## src/rtl/core/julia_escape_time_pixel_defines.svh

```systemverilog
// Assertion macros shared by the escape-time pixel engine.
// Synthesis builds define SYNTH, and every macro then expands to nothing.
`ifndef JULIA_ESCAPE_TIME_PIXEL_DEFINES_SVH
`define JULIA_ESCAPE_TIME_PIXEL_DEFINES_SVH

`ifndef SYNTH

// The property must hold at every rising clock edge outside reset.
`define JETP_ASSERT(name, clk, rst_n, prop, msg) \
  name: assert property (@(posedge clk) disable iff (!(rst_n)) (prop)) \
    else $error(msg);

// The condition must never be true at a rising clock edge outside reset.
`define JETP_ASSERT_NEVER(name, clk, rst_n, cond, msg) \
  name: assert property (@(posedge clk) disable iff (!(rst_n)) !(cond)) \
    else $error(msg);

`else

`define JETP_ASSERT(name, clk, rst_n, prop, msg)
`define JETP_ASSERT_NEVER(name, clk, rst_n, cond, msg)

`endif

`endif

```

## src/rtl/core/jetp_pkg.sv

```systemverilog
`default_nettype none

package jetp_pkg;

  // Number formats. Complex values are signed fixed point.
  localparam int VALUE_BITS    = 32;
  localparam int FRACTION_BITS = 28;
  localparam int COORD_BITS    = 11;
  localparam int STEP_BITS     = 31;
  localparam int LIMIT_BITS    = 31;
  localparam int ITER_BITS     = 9;
  localparam int COLOR_BITS    = 8;
  localparam int RGB_BITS      = 3 * COLOR_BITS;

  // The palette depth is a power of two, so the count indexes it by its low bits.
  localparam int PALETTE_DEPTH = 256;
  localparam int PAL_IDX_BITS  = $clog2(PALETTE_DEPTH);

  // A truncated square of a full-range value fits in PROD_BITS bits.
  localparam int PROD_BITS  = 2 * VALUE_BITS - 1 - FRACTION_BITS;
  localparam int SUM_BITS   = PROD_BITS + 2;
  localparam int START_BITS = COORD_BITS + STEP_BITS + 2;
  localparam int WIDE_BITS  = 48;

  // Request queue between the front and the back.
  localparam int QUEUE_DEPTH    = 2;
  localparam int QUEUE_PTR_BITS = 1;

  localparam int CFG_IDX_BITS  = 3;
  localparam int CFG_DATA_BITS = VALUE_BITS;

  localparam logic [ITER_BITS-1:0] MAX_ITER_CAP = 9'd256;
  localparam logic [ITER_BITS-1:0] MAX_ITER_MIN = 9'd1;

  // Register reset values.
  localparam logic signed [VALUE_BITS-1:0] REAL_MIN_RST   = -32'sd402653184;
  localparam logic signed [VALUE_BITS-1:0] IMAG_MIN_RST   = -32'sd402653184;
  localparam logic [STEP_BITS-1:0]         REAL_STEP_RST  = 31'd786432;
  localparam logic [STEP_BITS-1:0]         IMAG_STEP_RST  = 31'd786432;
  localparam logic signed [VALUE_BITS-1:0] C_REAL_RST     = -32'sd199984418;
  localparam logic signed [VALUE_BITS-1:0] C_IMAG_RST     = 32'sd26843546;
  localparam logic [LIMIT_BITS-1:0]        ESC_LIMIT_RST  = 31'd1073741824;
  localparam logic [ITER_BITS-1:0]         MAX_ITER_RST   = 9'd256;

  typedef enum logic {
    OP_PALETTE = 1'b0,
    OP_PIXEL   = 1'b1
  } op_e;

  typedef enum logic [CFG_IDX_BITS-1:0] {
    REG_REAL_MIN     = 3'd0,
    REG_IMAG_MIN     = 3'd1,
    REG_REAL_STEP    = 3'd2,
    REG_IMAG_STEP    = 3'd3,
    REG_C_REAL       = 3'd4,
    REG_C_IMAG       = 3'd5,
    REG_ESCAPE_LIMIT = 3'd6,
    REG_MAX_ITER     = 3'd7
  } cfg_reg_e;

  typedef enum logic [2:0] {
    ST_IDLE,
    ST_MUL,
    ST_STEP,
    ST_READ,
    ST_FIN
  } back_state_e;

  typedef struct packed {
    op_e                     operation;
    logic [COORD_BITS-1:0]   pixel_x;
    logic [COORD_BITS-1:0]   pixel_y;
    logic [PAL_IDX_BITS-1:0] palette_index;
    logic [COLOR_BITS-1:0]   red_in;
    logic [COLOR_BITS-1:0]   green_in;
    logic [COLOR_BITS-1:0]   blue_in;
  } in_req_t;

  typedef struct packed {
    logic [COORD_BITS-1:0] pixel_x_out;
    logic [COORD_BITS-1:0] pixel_y_out;
    logic [ITER_BITS-1:0]  iter_count;
    logic                  in_set;
    logic [COLOR_BITS-1:0] red;
    logic [COLOR_BITS-1:0] green;
    logic [COLOR_BITS-1:0] blue;
  } out_res_t;

  // One classified request as it waits in the queue.
  typedef struct packed {
    op_e                           operation;
    logic [COORD_BITS-1:0]         pixel_x;
    logic [COORD_BITS-1:0]         pixel_y;
    logic signed [VALUE_BITS-1:0]  z_re;
    logic signed [VALUE_BITS-1:0]  z_im;
    logic [PAL_IDX_BITS-1:0]       pal_idx;
    logic [RGB_BITS-1:0]           rgb;
  } job_t;

  // Settings that the iteration loop needs.
  typedef struct packed {
    logic signed [VALUE_BITS-1:0] c_real;
    logic signed [VALUE_BITS-1:0] c_imag;
    logic [LIMIT_BITS-1:0]        escape_limit;
    logic [ITER_BITS-1:0]         max_iter;
  } back_cfg_t;

  // Clamp a wide signed value to the signed VALUE_BITS range.
  function automatic logic signed [VALUE_BITS-1:0] sat_value(
    input logic signed [WIDE_BITS-1:0] v
  );
    logic signed [WIDE_BITS-1:0] hi;
    logic signed [WIDE_BITS-1:0] lo;
    logic signed [VALUE_BITS-1:0] res;
    hi = {{(WIDE_BITS - VALUE_BITS + 1){1'b0}}, {(VALUE_BITS - 1){1'b1}}};
    lo = ~hi;
    if (v > hi) begin
      res = hi[VALUE_BITS-1:0];
    end else if (v < lo) begin
      res = lo[VALUE_BITS-1:0];
    end else begin
      res = v[VALUE_BITS-1:0];
    end
    return res;
  endfunction

endpackage

`default_nettype wire

```

## src/rtl/core/jetp_front.sv

```systemverilog
`default_nettype none

// Front end: holds the configuration registers, classifies each request and
// maps a pixel to its saturated start point before it enters the queue.
module jetp_front (
  input  wire logic                                clk_i,
  input  wire logic                                rst_ni,
  input  wire logic                                in_valid_i,
  output logic                                     in_stall_o,
  input  wire jetp_pkg::in_req_t                   in_data_i,
  input  wire logic                                cfg_valid_i,
  output logic                                     cfg_ready_o,
  input  wire logic [jetp_pkg::CFG_IDX_BITS-1:0]   cfg_index_i,
  input  wire logic [jetp_pkg::CFG_DATA_BITS-1:0]  cfg_data_i,
  output logic                                     push_o,
  output jetp_pkg::job_t                           push_job_o,
  input  wire logic                                q_full_i,
  output jetp_pkg::back_cfg_t                      back_cfg_o
);

  localparam int VB = jetp_pkg::VALUE_BITS;
  localparam int CB = jetp_pkg::COORD_BITS;
  localparam int SB = jetp_pkg::STEP_BITS;
  localparam int TB = jetp_pkg::START_BITS;
  localparam int WB = jetp_pkg::WIDE_BITS;

  logic signed [VB-1:0]                  real_min_q;
  logic signed [VB-1:0]                  imag_min_q;
  logic [SB-1:0]                         real_step_q;
  logic [SB-1:0]                         imag_step_q;
  logic signed [VB-1:0]                  c_real_q;
  logic signed [VB-1:0]                  c_imag_q;
  logic [jetp_pkg::LIMIT_BITS-1:0]       escape_limit_q;
  logic [jetp_pkg::ITER_BITS-1:0]        max_iter_q;
  logic [jetp_pkg::ITER_BITS-1:0]        max_eff;

  logic [CB+SB-1:0]     off_re;
  logic [CB+SB-1:0]     off_im;
  logic signed [TB-1:0] start_re;
  logic signed [TB-1:0] start_im;

  // Configuration writes are always taken.
  assign cfg_ready_o = 1'b1;

  always_ff @(posedge clk_i or negedge rst_ni) begin
    if (!rst_ni) begin
      real_min_q     <= jetp_pkg::REAL_MIN_RST;
      imag_min_q     <= jetp_pkg::IMAG_MIN_RST;
      real_step_q    <= jetp_pkg::REAL_STEP_RST;
      imag_step_q    <= jetp_pkg::IMAG_STEP_RST;
      c_real_q       <= jetp_pkg::C_REAL_RST;
      c_imag_q       <= jetp_pkg::C_IMAG_RST;
      escape_limit_q <= jetp_pkg::ESC_LIMIT_RST;
      max_iter_q     <= jetp_pkg::MAX_ITER_RST;
    end else if (cfg_valid_i) begin
      case (jetp_pkg::cfg_reg_e'(cfg_index_i))
        jetp_pkg::REG_REAL_MIN:     real_min_q     <= cfg_data_i[VB-1:0];
        jetp_pkg::REG_IMAG_MIN:     imag_min_q     <= cfg_data_i[VB-1:0];
        jetp_pkg::REG_REAL_STEP:    real_step_q    <= cfg_data_i[SB-1:0];
        jetp_pkg::REG_IMAG_STEP:    imag_step_q    <= cfg_data_i[SB-1:0];
        jetp_pkg::REG_C_REAL:       c_real_q       <= cfg_data_i[VB-1:0];
        jetp_pkg::REG_C_IMAG:       c_imag_q       <= cfg_data_i[VB-1:0];
        jetp_pkg::REG_ESCAPE_LIMIT: escape_limit_q <= cfg_data_i[jetp_pkg::LIMIT_BITS-1:0];
        jetp_pkg::REG_MAX_ITER:     max_iter_q     <= cfg_data_i[jetp_pkg::ITER_BITS-1:0];
        default: ;
      endcase
    end
  end

  // A maximum of zero acts as one, and anything above the cap acts as the cap.
  always_comb begin
    if (max_iter_q == '0) begin
      max_eff = jetp_pkg::MAX_ITER_MIN;
    end else if (max_iter_q > jetp_pkg::MAX_ITER_CAP) begin
      max_eff = jetp_pkg::MAX_ITER_CAP;
    end else begin
      max_eff = max_iter_q;
    end
  end

  assign back_cfg_o.c_real       = c_real_q;
  assign back_cfg_o.c_imag       = c_imag_q;
  assign back_cfg_o.escape_limit = escape_limit_q;
  assign back_cfg_o.max_iter     = max_eff;

  // Start point: window minimum plus coordinate times step, then saturated.
  assign off_re   = (CB+SB)'(in_data_i.pixel_x) * (CB+SB)'(real_step_q);
  assign off_im   = (CB+SB)'(in_data_i.pixel_y) * (CB+SB)'(imag_step_q);
  assign start_re = signed'({{(TB - VB){real_min_q[VB-1]}}, real_min_q})
                  + signed'({2'b00, off_re});
  assign start_im = signed'({{(TB - VB){imag_min_q[VB-1]}}, imag_min_q})
                  + signed'({2'b00, off_im});

  always_comb begin
    push_job_o.operation = in_data_i.operation;
    push_job_o.pixel_x   = in_data_i.pixel_x;
    push_job_o.pixel_y   = in_data_i.pixel_y;
    push_job_o.z_re      = jetp_pkg::sat_value(
                             signed'({{(WB - TB){start_re[TB-1]}}, start_re}));
    push_job_o.z_im      = jetp_pkg::sat_value(
                             signed'({{(WB - TB){start_im[TB-1]}}, start_im}));
    push_job_o.pal_idx   = in_data_i.palette_index;
    push_job_o.rgb       = {in_data_i.red_in, in_data_i.green_in, in_data_i.blue_in};
  end

  // A request enters the queue whenever there is room.
  assign in_stall_o = q_full_i;
  assign push_o     = in_valid_i && !q_full_i;

endmodule

`default_nettype wire

```

## config.mk

```make
export PLATFORM = sky130hd
export DESIGN_NAME = jetp_front
export DESIGN_NICKNAME = d
export VERILOG_FILES = /design/src/rtl/core/julia_escape_time_pixel_defines.svh /design/src/rtl/core/jetp_pkg.sv /design/src/rtl/core/jetp_front.sv
export SDC_FILE = /design/constraint.sdc
export NUM_CORES = 2
export LEC_CHECK = 0
export BUFFER_PORTS_ARGS = -buffer_cell sky130_fd_sc_hd__buf_2
export CORE_ASPECT_RATIO = 0.6
export CORE_MARGIN = 3
export CORE_UTILIZATION = 50
export CTS_CLUSTER_SIZE = 16
export DETAILED_ROUTE_END_ITERATION = 16
export PLACE_DENSITY = 0.81
export SLEW_MARGIN = 15
export SYNTH_ARGS = -nofsm -noshare
export SYNTH_HDL_FRONTEND = slang
export SYNTH_SLANG_ARGS = --single-unit
```

## constraint.sdc

```tcl
create_clock -name clk_i -period 14.9 [get_ports clk_i]
set_clock_uncertainty 0.1 [all_clocks]
set_input_delay 2.235 -clock clk_i [delete_from_list [all_inputs] [get_ports clk_i]]
set_output_delay 2.235 -clock clk_i [all_outputs]
set_load 0.05 [all_outputs]
```

Word-level counts from Yosys, hierarchy flattened
Cells that the tools add are included. Widths: inputs -> output; s select.

Memories: 0. Memory bits (read-only): 0. Bits of input ports: 95. Bits in latches: 0. RAM bits: 0. Register bits after elaboration: 230. Logic and storage cells: 42. Output and inout port bits: 226.

$add $sub $neg: 2. Multiplexer cells: 6. Order comparisons: 5. Shift operators: 0. Multiply operators: 2. Bitwise gates (word level): 0. Eq/ne operators: 7. Divide/modulo/power cells: 0. Reduce and logical (&&, ||, !) cells: 12.

Operators by type and width (number): $mux 32 (4); $add 32x43->44 (2); $gt 44x32->1 const B (2); $lt 44x32->1 const B (2); $mul 11x31->42 (2); $mux 9 (2); $reduce_and 2->1 (8); $eq 3x3->1 const B (4); $gt 9x9->1 const B (1); $logic_not 9->1 (1); $eq 3x2->1 const B (2); $eq 3x1->1 const B (1); $logic_not 3->1 (1); $logic_and 1x1->1 (1); $logic_not 1->1 (1).

Logic depth before layout (Yosys ltp)
Depth in word-level cells: 5. Mapped depth: 36.

Worst setup path after synthesis
OpenSTA, ideal clock, no wires.

Kind: input port to output port. Start point: in in_data_i[37] (netlist name). End point: out push_job_o[48] (netlist name). Buffers on the path: 1. Path slack: 1.468 ns. Required time: 12.565 ns. Arrival: 11.097 ns. Stages: 30. Path through: clkbuf_1 > nand2_1 > fa_1 > inv_1 > fa_1 > fa_1 > fa_1 > inv_1 > fa_1 > inv_1 > ha_1 > and3_1 > nand2_1 > o31ai_1 > a21o_1 > nor2b_1 > o21ai_0 > a21o_1 > a21oi_1 > xnor2_1 > ha_1 > nand4_1 > or4_1 > nor4_1 > a2111oi_0 > a211oi_1 > nand3_1 > nor4_1 > a31oi_1 > o41ai_1.

RTL lines: from (decl) (line jetp_front.sv:10) `input wire jetp_pkg::in_req_t in_data_i,`; to (decl) (line jetp_front.sv:16) `output jetp_pkg::job_t push_job_o,`.

==> run metrics <==
Net Count, Synth=4759; post-synthesis sequential area ratio=16.2%; Die ar.=0.0750 mm2; clock sinks=230; I/O Buffers=253; RSZ-0062 raised after global routing=false; Num CTS Buffers=26; Post-DRT Antenna Nets=0; CTS root buf=clkbuf_16; max-slew violation count=0; layout cells sized above 1=16.2%; GPL Wtd Cong=1.01; synth warn=0; Mapped Cells=3894; Max Root-Sink Buffers=3; final hold violations=0; setup TNS=0 ps; H-Tree Depth=1; gr ovfl total=0; clock latency on the worst-skew pair=580 ps; I/O pin cnt=321; CP Capture Type=output port; Multi-input gate area=0.0270 mm2; # DRC=0; Mapped Avg Cell Area=9.20 um2; number of synthesized flops with an enable pin=0; Setup-failing EPs final=0; Netlist Area Pre-Place=0.0358 mm2; slowest cell delay on critical path=660 ps; Finished Cell Area=0.0383 mm2; largest net degree at the start of global routing=73; crit path DAT=11920 ps; DR iter-0 viols=2436; status=complete, no violations; Worst Setup Path Type=primary input to output port; die height=213 um; DR pass1 iterations=5; vias in the first global route=28700; final WL=101 mm; CP Launch Type=primary input; Max Fanout on Critical Path=31; CP dominant cell by count=fa_1; Max transition margin=23.1%; initial antenna violation count=5; Min Clock Period, post-route=14260 ps; share of flip-flops with an asynchronous set or reset=100%; GRT Util Overall=27.3%; clock-pin slew on the worst setup and hold paths=70 ps; main flop type after synthesis=dfrtp_1; nets=4822; Req. time, crit path=12570 ps; Worst-Margin Slew=1150 ps; number of distinct library cells after synthesis=87; DP HPWL=80.3 mm; slowest CP cell=or4_1; Core Box Area=0.0704 mm2; dpl cell area=0.0374 mm2; Max-cap violations=0; Starting Density=50.9%; number of fill cells in the layout=6281; Yosys reg bits=230; CTS tree=yes; first-pass GRT wire length=160 mm; sequential cell area=0.00581 mm2; Row Count=75; hold crit path type=register to register; Avg WL per Cell=20.6 um; Max Freq=70.1 MHz; via count=28500; DR vias/cell=5.81; Die X=352 um; Area growth, synth to finish=7.08%; fin crit share=95.7%; number of hold buffers added after cts=0
==> cell type report <==
| cell class | count | area share [%] |
|---|---|---|
| Antenna cell | 5 | 0.0326 |
| Clock buffer | 30 | 1.81 |
| Clock inverter | 18 | 0.636 |
| Inverter | 505 | 4.94 |
| Multi-Input combinational cell | 2907 | 70.4 |
| Sequential cell | 230 | 15.2 |
| Tap cell | 924 | 3.01 |
| Timing Repair Buffer | 287 | 4.03 |
==> per-stage QoR <==
step                utilization (%)  std cells  setup WS (ps)  hold WS [ps]
floorplan                         -       3894           1470           380
global placement               53.1       4853            496           381
detailed placement             53.1       4853            551           387
CTS                            54.4       4901            496           405
global route                   54.5       4901           65.2           418
finish                         54.5       4906            641           399
==> routing by layer <==
metal	GRT usage [%]	share of wire (%)	vias up
li1	-	-	12800
met1	39.2	44	14200
met2	39.2	41	1351
met3	8.92	12	152
met4	7.83	3.1	2
met5	0.989	0.11	-
==> sequential cells by signal, summed over array words and instances (netlist names) <==
register,flops
c_imag_q,32
real_min_q,32
c_real_q,32
real_step_q,31
max_iter_q,9
imag_min_q,32
escape_limit_q,31
imag_step_q,31
==> cells in the final DEF (no fill, tap or decap), drive strengths merged, types with 28 or more instances in the layout <==
cell and n:
inv 511, a21o 74, clkbuf 36, ha 248, nand2 571, dfstp 45
xor2 43, nor3 40, a21oi 164, o211ai 28, o21a 28, nand4 46
xnor2 92, nor2 98, mux2 229, and2 251, fa 522, o21ai 135
buf 281, nand3 61, dfrtp 185
==> critical path, delay by kind of cell <==
kind	cells	cell delay [ps]
compound gates	9	2490
xor+xnor	1	140
fa+ha+maj	7	3230
buf+inv	7	1370
simple gates	9	2430
==> cell usage after synthesis, types with 43 or more instances <==
library cell | n | share of area [%]
a21o_1 | 74 | 1.6
a21oi_1 | 164 | 2.3
and2_1 | 251 | 4.4
buf_4 | 58 | 1.2
clkbuf_1 | 174 | 1.8
dfrtp_1 | 185 | 13
dfstp_2 | 45 | 3.3
fa_1 | 522 | 29
ha_1 | 248 | 8.7
inv_1 | 505 | 5.3
mux2_2 | 229 | 7.2
nand2_1 | 571 | 6.0
nand3_1 | 61 | 0.85
nand4_1 | 46 | 0.80
nor2_1 | 98 | 1.0
o21ai_0 | 131 | 1.8
xnor2_1 | 92 | 2.2
xor2_1 | 43 | 1.1
==> what timing repair did <==
action / CTS / global route
endpoints found under the setup margin: 0 / 31
gates resized for setup: 0 / 9
setup buffers: 0 / 0
==> cells by family (layout without fill, tap and decap cells) <==
| logic type | after synthesis | in the layout | share of synthesized area, % |
|---|---|---|---|
| AO/OA/AOI/OAI | 594 | 594 | 10.9 |
| XOR/XNOR | 135 | 135 | 3.30 |
| adder cells (fa/ha/maj) | 770 | 770 | 37.8 |
| buffers and inverters | 757 | 840 | 8.64 |
| flip-flops | 230 | 230 | 16.2 |
| multiplexers | 234 | 234 | 7.37 |
| other | 1 | 6 | 0.0105 |
| AND/OR/NAND/NOR | 1173 | 1173 | 15.7 |
==> final timing paths <==
| kind | from | slack (ps) | cells past startpoint | endpoint |
|---|---|---|---|---|
| setup / recovery | in_data_i[34] | 640 | 33 | push_job_o[48] |
| hold / removal | escape_limit_q[3]$_DFFE_PN0P_ | 400 | 1 | escape_limit_q[3]$_DFFE_PN0P_ |
| setup reg to reg | real_min_q[31]$_DFFE_PN1P_ | 13730 | 1 | real_min_q[31]$_DFFE_PN1P_ |
| hold reg to reg | escape_limit_q[3]$_DFFE_PN0P_ | 400 | 1 | escape_limit_q[3]$_DFFE_PN0P_ |
| max in group asynchronous | rst_ni | 11240 | 3 | imag_min_q[21]$_DFFE_PN0P_ |
| min in group asynchronous | rst_ni | 1520 | 1 | escape_limit_q[11]$_DFFE_PN0P_ |
Power is not shown: default switching activity piles up to over one toggle a cycle in this logic, so the estimate is an artifact.
