`config.mk`:
```
export PLATFORM = sky130hd
export DESIGN_NAME = jetp_queue
export DESIGN_NICKNAME = d
export VERILOG_FILES = /design/src/rtl/core/julia_escape_time_pixel_defines.svh /design/src/rtl/core/jetp_pkg.sv /design/src/rtl/core/jetp_queue.sv
export SDC_FILE = /design/constraint.sdc
export NUM_CORES = 1
export LEC_CHECK = 0
export BUFFER_PORTS_ARGS = -buffer_cell sky130_fd_sc_hd__buf_2
export CAP_MARGIN = 20
export CORE_UTILIZATION = 38
export CTS_BUF_LIST = sky130_fd_sc_hd__clkbuf_4
export DETAILED_ROUTE_END_ITERATION = 7
export PLACE_DENSITY_LB_ADDON = 0.1
export REMOVE_ABC_BUFFERS = 1
export SYNTH_ARGS = -nofsm -noshare
export SYNTH_HDL_FRONTEND = slang
export SYNTH_SLANG_ARGS = --single-unit
```
`constraint.sdc`:
```
create_clock -name clk_i -period 16.5 [get_ports clk_i]
set_clock_uncertainty 0.2 [all_clocks]
set_input_delay 0.825 -clock clk_i [delete_from_list [all_inputs] [get_ports clk_i]]
set_output_delay 0.825 -clock clk_i [all_outputs]
set_load 0.02 [all_outputs]
```
`src/rtl/core/julia_escape_time_pixel_defines.svh`:
```
// Assertion macros shared by the escape-time pixel engine.
// Synthesis builds define SYNTH, and every macro then expands to nothing.
`ifndef JULIA_ESCAPE_TIME_PIXEL_DEFINES_SVH
`define JULIA_ESCAPE_TIME_PIXEL_DEFINES_SVH

`ifndef SYNTH

// The property must hold at every rising clock edge outside reset.
`define JETP_ASSERT(name, clk, rst_n, prop, msg) \
  name: assert property (@(posedge clk) disable iff (!(rst_n)) (prop)) \
    else $error(msg);

// The condition must never be true at a rising clock edge outside reset.
`define JETP_ASSERT_NEVER(name, clk, rst_n, cond, msg) \
  name: assert property (@(posedge clk) disable iff (!(rst_n)) !(cond)) \
    else $error(msg);

`else

`define JETP_ASSERT(name, clk, rst_n, prop, msg)
`define JETP_ASSERT_NEVER(name, clk, rst_n, cond, msg)

`endif

`endif

```
`src/rtl/core/jetp_pkg.sv`:
```
`default_nettype none

package jetp_pkg;

  // Number formats. Complex values are signed fixed point.
  localparam int VALUE_BITS    = 32;
  localparam int FRACTION_BITS = 28;
  localparam int COORD_BITS    = 11;
  localparam int STEP_BITS     = 31;
  localparam int LIMIT_BITS    = 31;
  localparam int ITER_BITS     = 9;
  localparam int COLOR_BITS    = 8;
  localparam int RGB_BITS      = 3 * COLOR_BITS;

  // The palette depth is a power of two, so the count indexes it by its low bits.
  localparam int PALETTE_DEPTH = 256;
  localparam int PAL_IDX_BITS  = $clog2(PALETTE_DEPTH);

  // A truncated square of a full-range value fits in PROD_BITS bits.
  localparam int PROD_BITS  = 2 * VALUE_BITS - 1 - FRACTION_BITS;
  localparam int SUM_BITS   = PROD_BITS + 2;
  localparam int START_BITS = COORD_BITS + STEP_BITS + 2;
  localparam int WIDE_BITS  = 48;

  // Request queue between the front and the back.
  localparam int QUEUE_DEPTH    = 2;
  localparam int QUEUE_PTR_BITS = 1;

  localparam int CFG_IDX_BITS  = 3;
  localparam int CFG_DATA_BITS = VALUE_BITS;

  localparam logic [ITER_BITS-1:0] MAX_ITER_CAP = 9'd256;
  localparam logic [ITER_BITS-1:0] MAX_ITER_MIN = 9'd1;

  // Register reset values.
  localparam logic signed [VALUE_BITS-1:0] REAL_MIN_RST   = -32'sd402653184;
  localparam logic signed [VALUE_BITS-1:0] IMAG_MIN_RST   = -32'sd402653184;
  localparam logic [STEP_BITS-1:0]         REAL_STEP_RST  = 31'd786432;
  localparam logic [STEP_BITS-1:0]         IMAG_STEP_RST  = 31'd786432;
  localparam logic signed [VALUE_BITS-1:0] C_REAL_RST     = -32'sd199984418;
  localparam logic signed [VALUE_BITS-1:0] C_IMAG_RST     = 32'sd26843546;
  localparam logic [LIMIT_BITS-1:0]        ESC_LIMIT_RST  = 31'd1073741824;
  localparam logic [ITER_BITS-1:0]         MAX_ITER_RST   = 9'd256;

  typedef enum logic {
    OP_PALETTE = 1'b0,
    OP_PIXEL   = 1'b1
  } op_e;

  typedef enum logic [CFG_IDX_BITS-1:0] {
    REG_REAL_MIN     = 3'd0,
    REG_IMAG_MIN     = 3'd1,
    REG_REAL_STEP    = 3'd2,
    REG_IMAG_STEP    = 3'd3,
    REG_C_REAL       = 3'd4,
    REG_C_IMAG       = 3'd5,
    REG_ESCAPE_LIMIT = 3'd6,
    REG_MAX_ITER     = 3'd7
  } cfg_reg_e;

  typedef enum logic [2:0] {
    ST_IDLE,
    ST_MUL,
    ST_STEP,
    ST_READ,
    ST_FIN
  } back_state_e;

  typedef struct packed {
    op_e                     operation;
    logic [COORD_BITS-1:0]   pixel_x;
    logic [COORD_BITS-1:0]   pixel_y;
    logic [PAL_IDX_BITS-1:0] palette_index;
    logic [COLOR_BITS-1:0]   red_in;
    logic [COLOR_BITS-1:0]   green_in;
    logic [COLOR_BITS-1:0]   blue_in;
  } in_req_t;

  typedef struct packed {
    logic [COORD_BITS-1:0] pixel_x_out;
    logic [COORD_BITS-1:0] pixel_y_out;
    logic [ITER_BITS-1:0]  iter_count;
    logic                  in_set;
    logic [COLOR_BITS-1:0] red;
    logic [COLOR_BITS-1:0] green;
    logic [COLOR_BITS-1:0] blue;
  } out_res_t;

  // One classified request as it waits in the queue.
  typedef struct packed {
    op_e                           operation;
    logic [COORD_BITS-1:0]         pixel_x;
    logic [COORD_BITS-1:0]         pixel_y;
    logic signed [VALUE_BITS-1:0]  z_re;
    logic signed [VALUE_BITS-1:0]  z_im;
    logic [PAL_IDX_BITS-1:0]       pal_idx;
    logic [RGB_BITS-1:0]           rgb;
  } job_t;

  // Settings that the iteration loop needs.
  typedef struct packed {
    logic signed [VALUE_BITS-1:0] c_real;
    logic signed [VALUE_BITS-1:0] c_imag;
    logic [LIMIT_BITS-1:0]        escape_limit;
    logic [ITER_BITS-1:0]         max_iter;
  } back_cfg_t;

  // Clamp a wide signed value to the signed VALUE_BITS range.
  function automatic logic signed [VALUE_BITS-1:0] sat_value(
    input logic signed [WIDE_BITS-1:0] v
  );
    logic signed [WIDE_BITS-1:0] hi;
    logic signed [WIDE_BITS-1:0] lo;
    logic signed [VALUE_BITS-1:0] res;
    hi = {{(WIDE_BITS - VALUE_BITS + 1){1'b0}}, {(VALUE_BITS - 1){1'b1}}};
    lo = ~hi;
    if (v > hi) begin
      res = hi[VALUE_BITS-1:0];
    end else if (v < lo) begin
      res = lo[VALUE_BITS-1:0];
    end else begin
      res = v[VALUE_BITS-1:0];
    end
    return res;
  endfunction

endpackage

`default_nettype wire

```
`src/rtl/core/jetp_queue.sv`:
```
`default_nettype none

// Short FIFO of classified requests between the front and the back.
module jetp_queue (
  input  wire logic           clk_i,
  input  wire logic           rst_ni,
  input  wire logic           push_i,
  input  wire jetp_pkg::job_t push_data_i,
  input  wire logic           pop_i,
  output jetp_pkg::job_t      head_o,
  output logic                full_o,
  output logic                empty_o
);

  localparam int Depth   = jetp_pkg::QUEUE_DEPTH;
  localparam int PtrBits = jetp_pkg::QUEUE_PTR_BITS;

  jetp_pkg::job_t     mem_q [Depth];
  logic [PtrBits-1:0] wptr_q, wptr_d;
  logic [PtrBits-1:0] rptr_q, rptr_d;
  logic [PtrBits:0]   count_q, count_d;

  assign full_o  = (count_q == (PtrBits + 1)'(Depth));
  assign empty_o = (count_q == '0);
  assign head_o  = mem_q[rptr_q];

  // Pointer and fill count updates.
  always_comb begin
    wptr_d  = wptr_q;
    rptr_d  = rptr_q;
    count_d = count_q;
    if (push_i) begin
      wptr_d = (wptr_q == PtrBits'(Depth - 1)) ? '0 : wptr_q + 1'b1;
    end
    if (pop_i) begin
      rptr_d = (rptr_q == PtrBits'(Depth - 1)) ? '0 : rptr_q + 1'b1;
    end
    if (push_i && !pop_i) begin
      count_d = count_q + 1'b1;
    end else if (pop_i && !push_i) begin
      count_d = count_q - 1'b1;
    end
  end

  always_ff @(posedge clk_i or negedge rst_ni) begin
    if (!rst_ni) begin
      wptr_q  <= '0;
      rptr_q  <= '0;
      count_q <= '0;
    end else begin
      wptr_q  <= wptr_d;
      rptr_q  <= rptr_d;
      count_q <= count_d;
    end
  end

  // Entry storage.
  always_ff @(posedge clk_i) begin
    if (push_i) begin
      mem_q[wptr_q] <= push_data_i;
    end
  end

endmodule

`default_nettype wire

```
; Word-level counts from Yosys, hierarchy flattened
; Memory sizes are Yosys's and may differ from the RTL's.
; Cells that the tools add are included.
; W data, S select, Z words.
[word_totals]
register_bits = 4
ram_bits = 238
mem_count = 1
[op_classes]
n_mux = 6
n_eq_ne = 1
add_sub_neg = 4
reduce_logical = 6
[memory_table]
columns = memory, words, width, read_ports, rd_ports_with_merged_regs, write_ports, line
row1 = mem_q, 2, 119, 1, 0, 1, jetp_queue.sv:18  ; jetp_pkg::job_t mem_q [Depth];
[op_table]
columns = op, n
row1 = $mux W1, 4
row2 = $mux W2, 2
row3 = $add A1 B1 Y1 const B, 2
row4 = $add A2 B1 Y2 const B, 1
row5 = $eq A2 B2 Y1 const B, 1
row6 = $logic_and A1 B1 Y1, 2
row7 = $logic_not A1 Y1, 2
row8 = $logic_not A2 Y1, 1
row9 = $reduce_bool A2 Y1, 1
row10 = $sub A2 B1 Y2 const B, 1

; Depth between registers and ports, before layout
; Gate-level depths: netlist of run 1.
[logic_depth]
word_depth = 4
depth_mapped = 5
ltp_nobuf = 5

; Worst setup path after synthesis of run 1
; No wires, ideal clock.
[synth_timing]
kind = input to register
start = in push_i
end = mem mem_q[0][0] in the netlist's numbering, enable pin
arrival_time_ps = 5989
path_buffers = 0
setup_slack_ps = 9699
setup_ps = 613
stages = 1
required_ps = 15687
path_cell_list = nor2b_1
[synth_between]
elab_chain_len = 2
[synth_rtl]
columns = item, line
row1 = from (decl), jetp_queue.sv:7  ; input wire logic push_i,
row2 = $mux W1, jetp_queue.sv:59  ; if (push_i) begin
row3 = $mux W1 (implied by the code), jetp_queue.sv:60  ; mem_q[wptr_q] <= push_data_i;
row4 = to (decl), jetp_queue.sv:18
; Every way passes these cells.

==> results of run 1 <==
## flip-flops by register name (all words and copies together), names as in the netlist
register,cells
count_q,2
wptr_q,1
mem_q,238
rptr_q,1
## final timing paths
| kind | from | end | slack, ps | depth (start not counted) |
|---|---|---|---|---|
| setup reg to reg | wptr_q | mem_q[1][51] | 13880 | 2 |
| min in group asynchronous | rst_ni | count_q[1] | 340 | 2 |
| hold reg to reg | count_q[1] | count_q[1] | 300 | 1 |
| max in group asynchronous | rst_ni | rptr_q | 15610 | 2 |
| hold / removal | push_data_i[47] | mem_q[1][47] | 160 | 1 |
| setup / recovery | rptr_q | head_o[31] | 12460 | 3 |
## area by class of cell
class	count	area share [%]
Sequential cell	242	65.9
Multi-Input combinational cell	130	13.0
Timing Repair Buffer	248	11.4
Clock buffer	85	5.80
Tap cell	285	3.24
Clock inverter	13	0.444
Antenna cell	3	0.0683
Inverter	1	0.0341
## cells in the mapped netlist
master | number | area share (%)
and2_1 | 1 | 0.071
buf_2 | 2 | 0.11
buf_6 | 11 | 1.4
dfrtp_1 | 4 | 1.1
edfxtp_1 | 238 | 81
ha_1 | 1 | 0.14
inv_1 | 1 | 0.043
mux2_2 | 119 | 15
nor2_1 | 2 | 0.085
nor2b_1 | 2 | 0.14
xnor2_1 | 1 | 0.099
xor2_1 | 4 | 0.40
## stage by stage
stage | setup WS [ps] | cells | power [mW] | utilization [%]
after global placement | 13070 | 905 | 1.48 | 45.3
after CTS | 12260 | 1004 | 1.95 | 48.4
after global routing | 12190 | 1005 | 2.01 | 48.4
final | 12460 | 1007 | 1.91 | 48.4
after detailed placement | 13030 | 905 | 1.49 | 45.3
after floorplan | 9700 | 373 | 1.30 | -
## where the power goes
part	internal [mW]	switching, mW
Sequential	0.817	0.0542
Clock	0.233	0.215
Combinational	0.234	0.354
Total	1.28	0.623
## cell families after synthesis
family,synth area share (%)
DFF,82.3
muxes,15.2
adders and majority gates,0.142
buffers and inverters,1.56
and+or+nand+nor,0.298
xor gates and xnor gates,0.497
## timing repair
| item | in CTS | in global routing |
|---|---|---|
| hold buffers | 1 | 0 |
| endpoints found under the hold margin | 4 | 0 |
| buffers inserted | 0 | 0 |
## routing by layer
| layer | up-vias | part of all wire [%] | GRT usage [%] |
|---|---|---|---|
| met1 | 2221 | 38 | 15.4 |
| li1 | 2169 | - | - |
| met4 | 2 | 2.0 | 6.43 |
| met2 | 197 | 49 | 23.5 |
| met5 | - | 0.059 | 0 |
| met3 | 33 | 11 | 6.98 |
==> results.cfg, run 1 <==
[status]
status = finished clean

[detailed_routing]
dr_total_vias = 4622
finalWirelength_um = 17000
drt_pass1_iterations = 4
drt_iter0_drc = 196
ant_nets = 0
routed_via_density = 4.59
drc = 0
wl_per_cell_um = 16.9

[final_layout]
seqCellArea_mm2 = 0.00725
fill_cells = 2026
nets = 807
drive_gt1_share_pct = 63.4
final_cell_mix = buf_2 (243), edfxtp_1 (238), mux2_2 (119)
final_common_cell = buf_2
area_growth_pct = 24.8
design_area_mm2 = 0.0110
multi_input_area_mm2 = 0.00143

[timing]
slew_viol_final = 0
fmax_ghz = 0.248
setup_tns_ps = 0
relSlewSlack_pct = 41.9
period_share_pct = 24.5
grt_setup_unrepaired = no
tightest_slew_ps = 872
hold_slack_ps = 156
fin_crit_ps = 4040
hold_viol = 0
setup_viol_count_final = 0

[setup_path]
critPathBufInv = 2
arrival_ps = 3010
cp.required_ps = 15470
crit_path_start_kind = register
crit_chain = buf_4 -> mux2_2 -> buf_2
slowest_stage = dfrtp_4
end_kind = output pin
cpPeakStageDelay_ps = 950
crit_type = register to output pin
crit_fanout = 62
cpLargestDelayFamily = flip-flops

[flow_run]
maxCapViolCount = 0

[place]
post-dp-hpwl_um = 10900
place_area_mm2 = 0.0103
gp_congestion = 0.683
port_buffers = 243

[clock_tree]
cts_sinks = 242
cts_tree = built
clk_latency_ps = 640
h-tree-depth = 2
cts-resized-gates = 0
cts_buffers = 60
cts_root_buffer = clkbuf_4
cts_buffer_depth = 3
path_clk_slew_ps = 60

[power_and_ir_drop]
ir_drop_uv = 72.1
p_per_area_mw_per_mm2 = 173
cellLeakagePower_nw = 4.20

[logic_synthesis]
ys_ff_latch = 242
ys_seq_area_share_pct = 82.3
syn_area_mm2 = 0.00881
synth_cell_type_count = 12
yosys_warnings = 0
syn_inst = 386
syn_area_per_cell_um2 = 22.8

[floorplan]
rows = 55
core_mm2 = 0.0227
die_w_um = 154
dieArea_mm2 = 0.0238
die_h_um = 154
io_pins = 244
initial_core_util_pct = 38.8

[grt]
antenna_found_initial = 5
grt.total_usage_pct = 14.2
grt.overflow.total = 0
grt_max_degree = 63
grt_pass1_wl_um = 25800
grt_pass1_vias = 4935

[worst_hold_path]
hold_path.class = input port to register
(Power assumes the default switching activity.)
==> inputs of run 2 (changes only) <==
==> constraint.sdc (replaced) <==
create_clock -name clk_i -period 4 [get_ports clk_i]
set_clock_uncertainty 0.2 [all_clocks]
set_input_delay 0.2 -clock clk_i [delete_from_list [all_inputs] [get_ports clk_i]]
set_output_delay 0.2 -clock clk_i [all_outputs]
set_load 0.02 [all_outputs]
==> run 2 against run 1 <==
  * Non-clock buffer count rose by 164
  * Die area unchanged
  * Utilization is 7.6 points higher
  * Critical path depth is the same
  * Combinational power rose to 4.5 times the previous value
  * Largest cell class unchanged
  * Highest routed layer is now met4
==> results.cfg, run 2 (synthesis results as in run 1) <==
[place]
port_buffers = 243
post-dp-hpwl_um = 10700
dp_cells = 907
gp_congestion = 0.735

[floorplan]
core_mm2 = 0.0227
io_pins = 244
initial_core_util_pct = 38.8
rows = 55
dieArea_mm2 = 0.0238
die_h_um = 154
die_w_um = 154

[final_layout]
area_growth_pct = 44.5
drive_gt1_share_pct = 51.7
reg_top3 = mem_q x238, count_q x2
stdcell_count = 1183
utilization_pct = 56.0
top_register = mem_q
final_common_cell = buf_2
nets = 972
largest_reg_flops = 238
final_cell_mix = buf_2 (243), edfxtp_1 (238), dlygate4sd3_1 (163)
fill_cells = 1880

[worst_hold_path]
hold_path.class = input port to register
min-delay-start = push_data_i[75]
holdPathStages = 2
holdPathEnd = mem_q[0][75]

[detailed_routing]
drc = 0
ant_nets = 0
drt_pass1_iterations = 4
routed_via_density = 4.45
drt_iter0_drc = 156
wl_per_cell_um = 15.3
dr_total_vias = 5268
finalWirelength_um = 18100

[timing]
setup_viol_count_final = 0
slew_viol_final = 0
grt_setup_unrepaired = no
hold_slack_ps = 70.3
fin_crit_ps = 2800
fmax_ghz = 0.357
relSlewSlack_pct = 37.5
period_share_pct = 70.0
tightest_slew_ps = 937
hold_viol = 0

[clock_tree]
postCtsHoldBufs = 159
cts_setup_buffers = 0
cts_sinks = 242
cts_buffer_depth = 3
path_clk_slew_ps = 60
cts_buffers = 61
cts_root_buffer = clkbuf_4
cts_tree = built
clk_latency_ps = 650
h-tree-depth = 2
cts-resized-gates = 0

[setup_path]
cp.required_ps = 3600
reg2regPathDepth = 2
crit_path_start_kind = register
r2r_setup_slack_ps = 2080
end_kind = output pin
worstReg2RegStart = wptr_q
arrival_ps = 2400
crit_fanout = 33
crit_type = register to output pin
r2r-end = mem_q[0][3]

[power_and_ir_drop]
switching_share_pct = 32.4
p_per_area_mw_per_mm2 = 639
sequentialPowerShare_pct = 43.6
switching_power_mw = 2.63
p_int_mw = 5.50
p_comb_share_pct = 32.2
ir_drop_uv = 396
fin_total_pwr_mw = 8.13
cellLeakagePower_nw = 4.93
power_frac_clock_pct = 24.1

[grt]
grt.total_usage_pct = 15.4
grt_max_degree = 70
grt_pass1_vias = 5721
antenna_found_initial = 1
grt.overflow.total = 0
grt_pass1_wl_um = 28500

[status]
status = finished clean

[flow_run]
maxCapViolCount = 0
## run 2: layout make-up
| class | count | area (um^2) | share of cell area, % |
|---|---|---|---|
| diodes | 1 | 2.50 | 0.0197 |
| multi-input cells | 130 | 1430 | 11.3 |
| inverters | 1 | 3.75 | 0.0295 |
| clock buffers | 91 | 683 | 5.37 |
| flip-flops and latches | 242 | 7250 | 57.0 |
| repair buffers | 412 | 2920 | 22.9 |
| clock inverters | 21 | 80.1 | 0.629 |
| well taps | 285 | 357 | 2.80 |
## run 2: critical path, stage by stage, from the launching register on
cell and delay (ps):
dfrtp_4 720, buf_4 440, mux2_2 400, buf_2 160
## run 2: per-stage QoR
step                TNS (ps)  instance area (um^2)  worst slack, ps
CTS                        0                 12700             1090
floorplan            -294600                  8670            -2480
finish                     0                 12700             1200
global route               0                 12700             1020
detailed placement         0                 10300             1850
global placement           0                 10300             1900
## run 2: worst max-delay path by stage
| stage | from | slack [ps] | to | cells past startpoint |
|---|---|---|---|---|
| 2_1_floorplan | wptr_q | -2480 | mem_q[0][0] | 1 |
| 3_3_place_gp | rptr_q | 1900 | head_o[77] | 3 |
| 3_5_place_dp | rptr_q | 1850 | head_o[31] | 3 |
| 4_1_cts | rptr_q | 1090 | head_o[31] | 3 |
| 5_1_grt | rptr_q | 1020 | head_o[31] | 3 |
| 6_report | rptr_q | 1200 | head_o[31] | 3 |
## run 2: power by group through the flow
| stage | registers (mW) | logic [mW] | clock network [mW] |
|---|---|---|---|
| 3_3_place_gp | 3.59 | 2.51 | 0 |
| 2_1_floorplan | 3.73 | 1.63 | 0 |
| 6_report | 3.54 | 2.62 | 1.96 |
| 4_1_cts | 3.55 | 2.66 | 2.05 |
| 5_1_grt | 3.60 | 2.80 | 2.18 |
| 3_5_place_dp | 3.60 | 2.53 | 0 |
## run 2: per-layer routing
layer  track usage, %  wire length, um  vias to the layer above  part of all wire, %
li1                 -                -                     2515                    -
met1             17.2             7220                     2533                   40
met2             26.3             9040                      190                   50
met3             6.25             1520                       30                  8.4
met4             5.95              323                        0                  1.8
met5                0                0                        -                    0
==> inputs of run 3 (changes only) <==
--- a/config.mk
+++ b/config.mk
@@ -5,6 +5,7 @@
 export SDC_FILE = /design/constraint.sdc
 export NUM_CORES = 1
 export LEC_CHECK = 0
+export ABC_AREA = 1
 export BUFFER_PORTS_ARGS = -buffer_cell sky130_fd_sc_hd__buf_2
 export CAP_MARGIN = 20
 export CORE_UTILIZATION = 38
==> constraint.sdc (replaced) <==
create_clock -name clk_i -period 2.47 [get_ports clk_i]
set_clock_uncertainty 0.2 [all_clocks]
set_input_delay 0.1235 -clock clk_i [delete_from_list [all_inputs] [get_ports clk_i]]
set_output_delay 0.1235 -clock clk_i [all_outputs]
set_load 0.02 [all_outputs]
==> run 3 against run 2 <==
  * The flow now stops in 4_1_cts
  * Synthesized cell count up 2.3%
  * Synthesized area increased by 0.23%
==> results.cfg, run 3 <==
[place]
post-dp-hpwl_um = 10700
gp_congestion = 0.669
port_buffers = 243
dp_cells = 918

[logic_synthesis]
yosys_warnings = 0
ys_ff_latch = 242
synth_cell_type_count = 13
yosys_most_used_dff = edfxtp_1
synth_top_area_share_pct = 81.0
yosysTopAreaCell = edfxtp_1
syn_area_mm2 = 0.00883
ys_seq_area_share_pct = 82.1
synthTopCellsByCount = edfxtp_1 (238), mux2_2 (119), buf_6 (11)
syn_inst = 395
synthTopCellsByArea = edfxtp_1 (81%), mux2_2 (15%), buf_6 (1.4%)
async_reset_ff_share_pct = 1.65
synth_edf_count = 238
yosysMostFrequentCell = edfxtp_1
syn_area_per_cell_um2 = 22.3

[status]
failing_step = 4_1_cts
status = did not finish
error = [ERROR RSZ-0060] Max buffer count reached.

[clock_tree]
cts_sinks = 242
cts_setup_buffers = 0
cts_root_buffer = clkbuf_4
cts-resized-gates = 0
postCtsHoldBufs = 206
cts_buffer_depth = 3
h-tree-depth = 2
cts_buffers = 60

[floorplan]
initial_core_util_pct = 38.9
io_pins = 244
die_h_um = 154
rows = 55
die_w_um = 154
## run 3: cell count changes after synthesis
cell     before  now
xor2_1        4    2
inv_1         1    7
nand2_1       0    5
nand4_1       0    1
nand3_1       0    1
nor2b_1       2    0
nor2_1        2    3
and2_1        1    0
## run 3: metrics by stage
step / setup TNS, ps / util [%] / hold WS (ps) / setup WS, ps / cell area, um^2
2_1_floorplan: -687030 / - / -372 / -3690 / 8690
3_5_place_dp: 0 / 45.9 / -261 / 713 / 10400
3_3_place_gp: 0 / 45.9 / -266 / 714 / 10400
## run 3: logic make-up after synthesis
logic type               after synthesis  synth area share, %
adder cells (fa/ha/maj)                1                0.142
flip-flops                           242                 82.1
multiplexers                         119                 15.2
AND/OR/NAND/NOR                       10                0.468
buffers and inverters                 20                 1.81
XOR/XNOR                               3                0.298
==> inputs of run 4 (changes only) <==
--- a/config.mk
+++ b/config.mk
@@ -8,10 +8,9 @@
 export ABC_AREA = 1
 export BUFFER_PORTS_ARGS = -buffer_cell sky130_fd_sc_hd__buf_2
 export CAP_MARGIN = 20
-export CORE_UTILIZATION = 38
-export CTS_BUF_LIST = sky130_fd_sc_hd__clkbuf_4
+export CORE_UTILIZATION = 23
 export DETAILED_ROUTE_END_ITERATION = 7
-export PLACE_DENSITY_LB_ADDON = 0.1
+export PLACE_DENSITY_LB_ADDON = 0.15
 export REMOVE_ABC_BUFFERS = 1
 export SYNTH_ARGS = -nofsm -noshare
 export SYNTH_HDL_FRONTEND = slang
==> constraint.sdc (replaced) <==
create_clock -name clk_i -period 3.2 [get_ports clk_i]
set_clock_uncertainty 0.2 [all_clocks]
set_input_delay 0.16 -clock clk_i [delete_from_list [all_inputs] [get_ports clk_i]]
set_output_delay 0.16 -clock clk_i [all_outputs]
set_load 0.02 [all_outputs]
==> run 4 against run 3 <==
  * The run now ends clean
  * Synthesized cell count is the same
  * Synthesized area is the same
==> results.cfg, run 4 <==
[floorplan]
io_pins = 244
rows = 71
dieArea_mm2 = 0.0392
die_w_um = 198
die_h_um = 198
core_mm2 = 0.0378
initial_core_util_pct = 23.4

[setup_path]
crit_fanout = 44
crit_chain = buf_12 -> mux2_2 -> buf_2
crit_path_start_kind = register
cpLargestDelayFamily = flip-flops
cp.required_ps = 2840
arrival_ps = 2330
end_kind = output pin
critPathBufInv = 2
slowest_stage = dfrtp_4
crit_type = register to output pin
cpPeakStageDelay_ps = 870

[power_and_ir_drop]
p_per_area_mw_per_mm2 = 838
switching_power_mw = 3.44
sequentialPowerShare_pct = 41.8
cellLeakagePower_nw = 4.76
p_int_mw = 7.23
switching_share_pct = 32.3
ir_drop_uv = 462
p_comb_share_pct = 31.1
power_frac_clock_pct = 27.2
fin_total_pwr_mw = 10.7

[final_layout]
multi_input_area_mm2 = 0.00143
stdcell_count = 1321
largest_reg_flops = 238
final_cell_mix = buf_2 (243), edfxtp_1 (238), dlygate4sd3_1 (123)
diodes = 0
drive_gt1_share_pct = 50.7
design_area_mm2 = 0.0127
fill_cells = 3698
nets = 911
utilization_pct = 33.7
area_growth_pct = 44.3
final_common_cell = buf_2
seqCellArea_mm2 = 0.00725
top_register = mem_q
reg_top3 = mem_q x238, count_q x2

[place]
port_buffers = 243
dp_cells = 1144
place_area_mm2 = 0.0107
pre_cts_slack_ps = 973
post-dp-hpwl_um = 12700
gp_congestion = 0.676

[clock_tree]
cts_tree = built
cts_buffer_depth = 3
cts_sinks = 242
clk_latency_ps = 530
cts_setup_buffers = 0
h-tree-depth = 1
cts-resized-gates = 0
postCtsHoldBufs = 123
cts_buffers = 29
cts_root_buffer = clkbuf_16
path_clk_slew_ps = 60

[timing]
period_share_pct = 84.0
hold_slack_ps = 130
slew_viol_final = 0
fmax_ghz = 0.372
setup_viol_count_final = 0
grt_setup_unrepaired = no
fin_ws_ps = 511
tightest_slew_ps = 760
fin_crit_ps = 2690
setup_tns_ps = 0
hold_viol = 0
relSlewSlack_pct = 49.3

[logic_synthesis]
synth_top_area_share_pct = 81.0
synth_cell_type_count = 13
yosys_most_used_dff = edfxtp_1
syn_area_mm2 = 0.00883
ys_seq_area_share_pct = 82.1
ys_ff_latch = 242
yosysMostFrequentCell = edfxtp_1
synthTopCellsByArea = edfxtp_1 (81%), mux2_2 (15%), buf_6 (1.4%)
synthTopCellsByCount = edfxtp_1 (238), mux2_2 (119), buf_6 (11)
yosysTopAreaCell = edfxtp_1
syn_inst = 395
yosys_warnings = 0
async_reset_ff_share_pct = 1.65
syn_area_per_cell_um2 = 22.3
synth_edf_count = 238

[detailed_routing]
ant_nets = 0
finalWirelength_um = 19800
drt_pass1_iterations = 4
dr_total_vias = 5007
wl_per_cell_um = 15.0
drt_iter0_drc = 135
routed_via_density = 3.79
drc = 0

[grt]
antenna_found_initial = 0
grt_pass1_vias = 5543
grt.overflow.total = 0
grt_pass1_wl_um = 30200
grt.total_usage_pct = 9.94
grt_max_degree = 69

[flow_run]
maxCapViolCount = 0

[status]
status = finished clean

[worst_hold_path]
hold_path.class = input port to register
run 4: logic make-up after synthesis:
| kind of cell | Yosys count | synth area share (%) |
|---|---|---|
| xor+xnor | 3 | 0.298 |
| fa+ha+maj | 1 | 0.142 |
| buf+inv | 20 | 1.81 |
| flops | 242 | 82.1 |
| mux | 119 | 15.2 |
| simple gates | 10 | 0.468 |
run 4: routing by layer:
layer | GRT usage [%] | up-vias | wire length [um]
met5 | 0 | - | 0
met4 | 3.70 | 0 | 512
met3 | 2.32 | 33 | 1100
met2 | 17.7 | 136 | 9990
met1 | 11.6 | 2479 | 8220
li1 | - | 2359 | -
run 4: power by group through the flow:
stage | Clock [mW] | Sequential [mW] | Combinational [mW]
6_report | 2.90 | 4.46 | 3.31
5_1_grt | 3.13 | 4.54 | 3.56
4_1_cts | 3.04 | 4.49 | 3.41
3_5_place_dp | 0 | 4.55 | 3.27
3_3_place_gp | 0 | 4.52 | 3.24
2_1_floorplan | 0 | 4.65 | 2.05
run 4: worst paths after layout:
kind,from,end,slack [ps],cells after the start
setup / recovery,rptr_q,head_o[29],510,3
hold / removal,push_data_i[0],mem_q[1][0],130,2
setup reg to reg,wptr_q,mem_q[1][64],1270,3
hold reg to reg,count_q[1],count_q[1],310,2
max in group asynchronous,rst_ni,rptr_q,2260,3
min in group asynchronous,rst_ni,count_q[1],340,3
run 4: area by class of cell:
cell class | instances | area share, %
Clock buffer | 36 | 5.90
Timing Repair Buffer | 374 | 20.0
Multi-Input combinational cell | 133 | 11.2
Sequential cell | 242 | 56.9
Inverter | 7 | 0.246
Tap cell | 511 | 5.02
Clock inverter | 18 | 0.727
run 4: worst register-to-register path, stage by stage (launching register included):
cell     delay (ps)
dfrtp_1         420
nand2_1         150
inv_6           260
buf_4           520
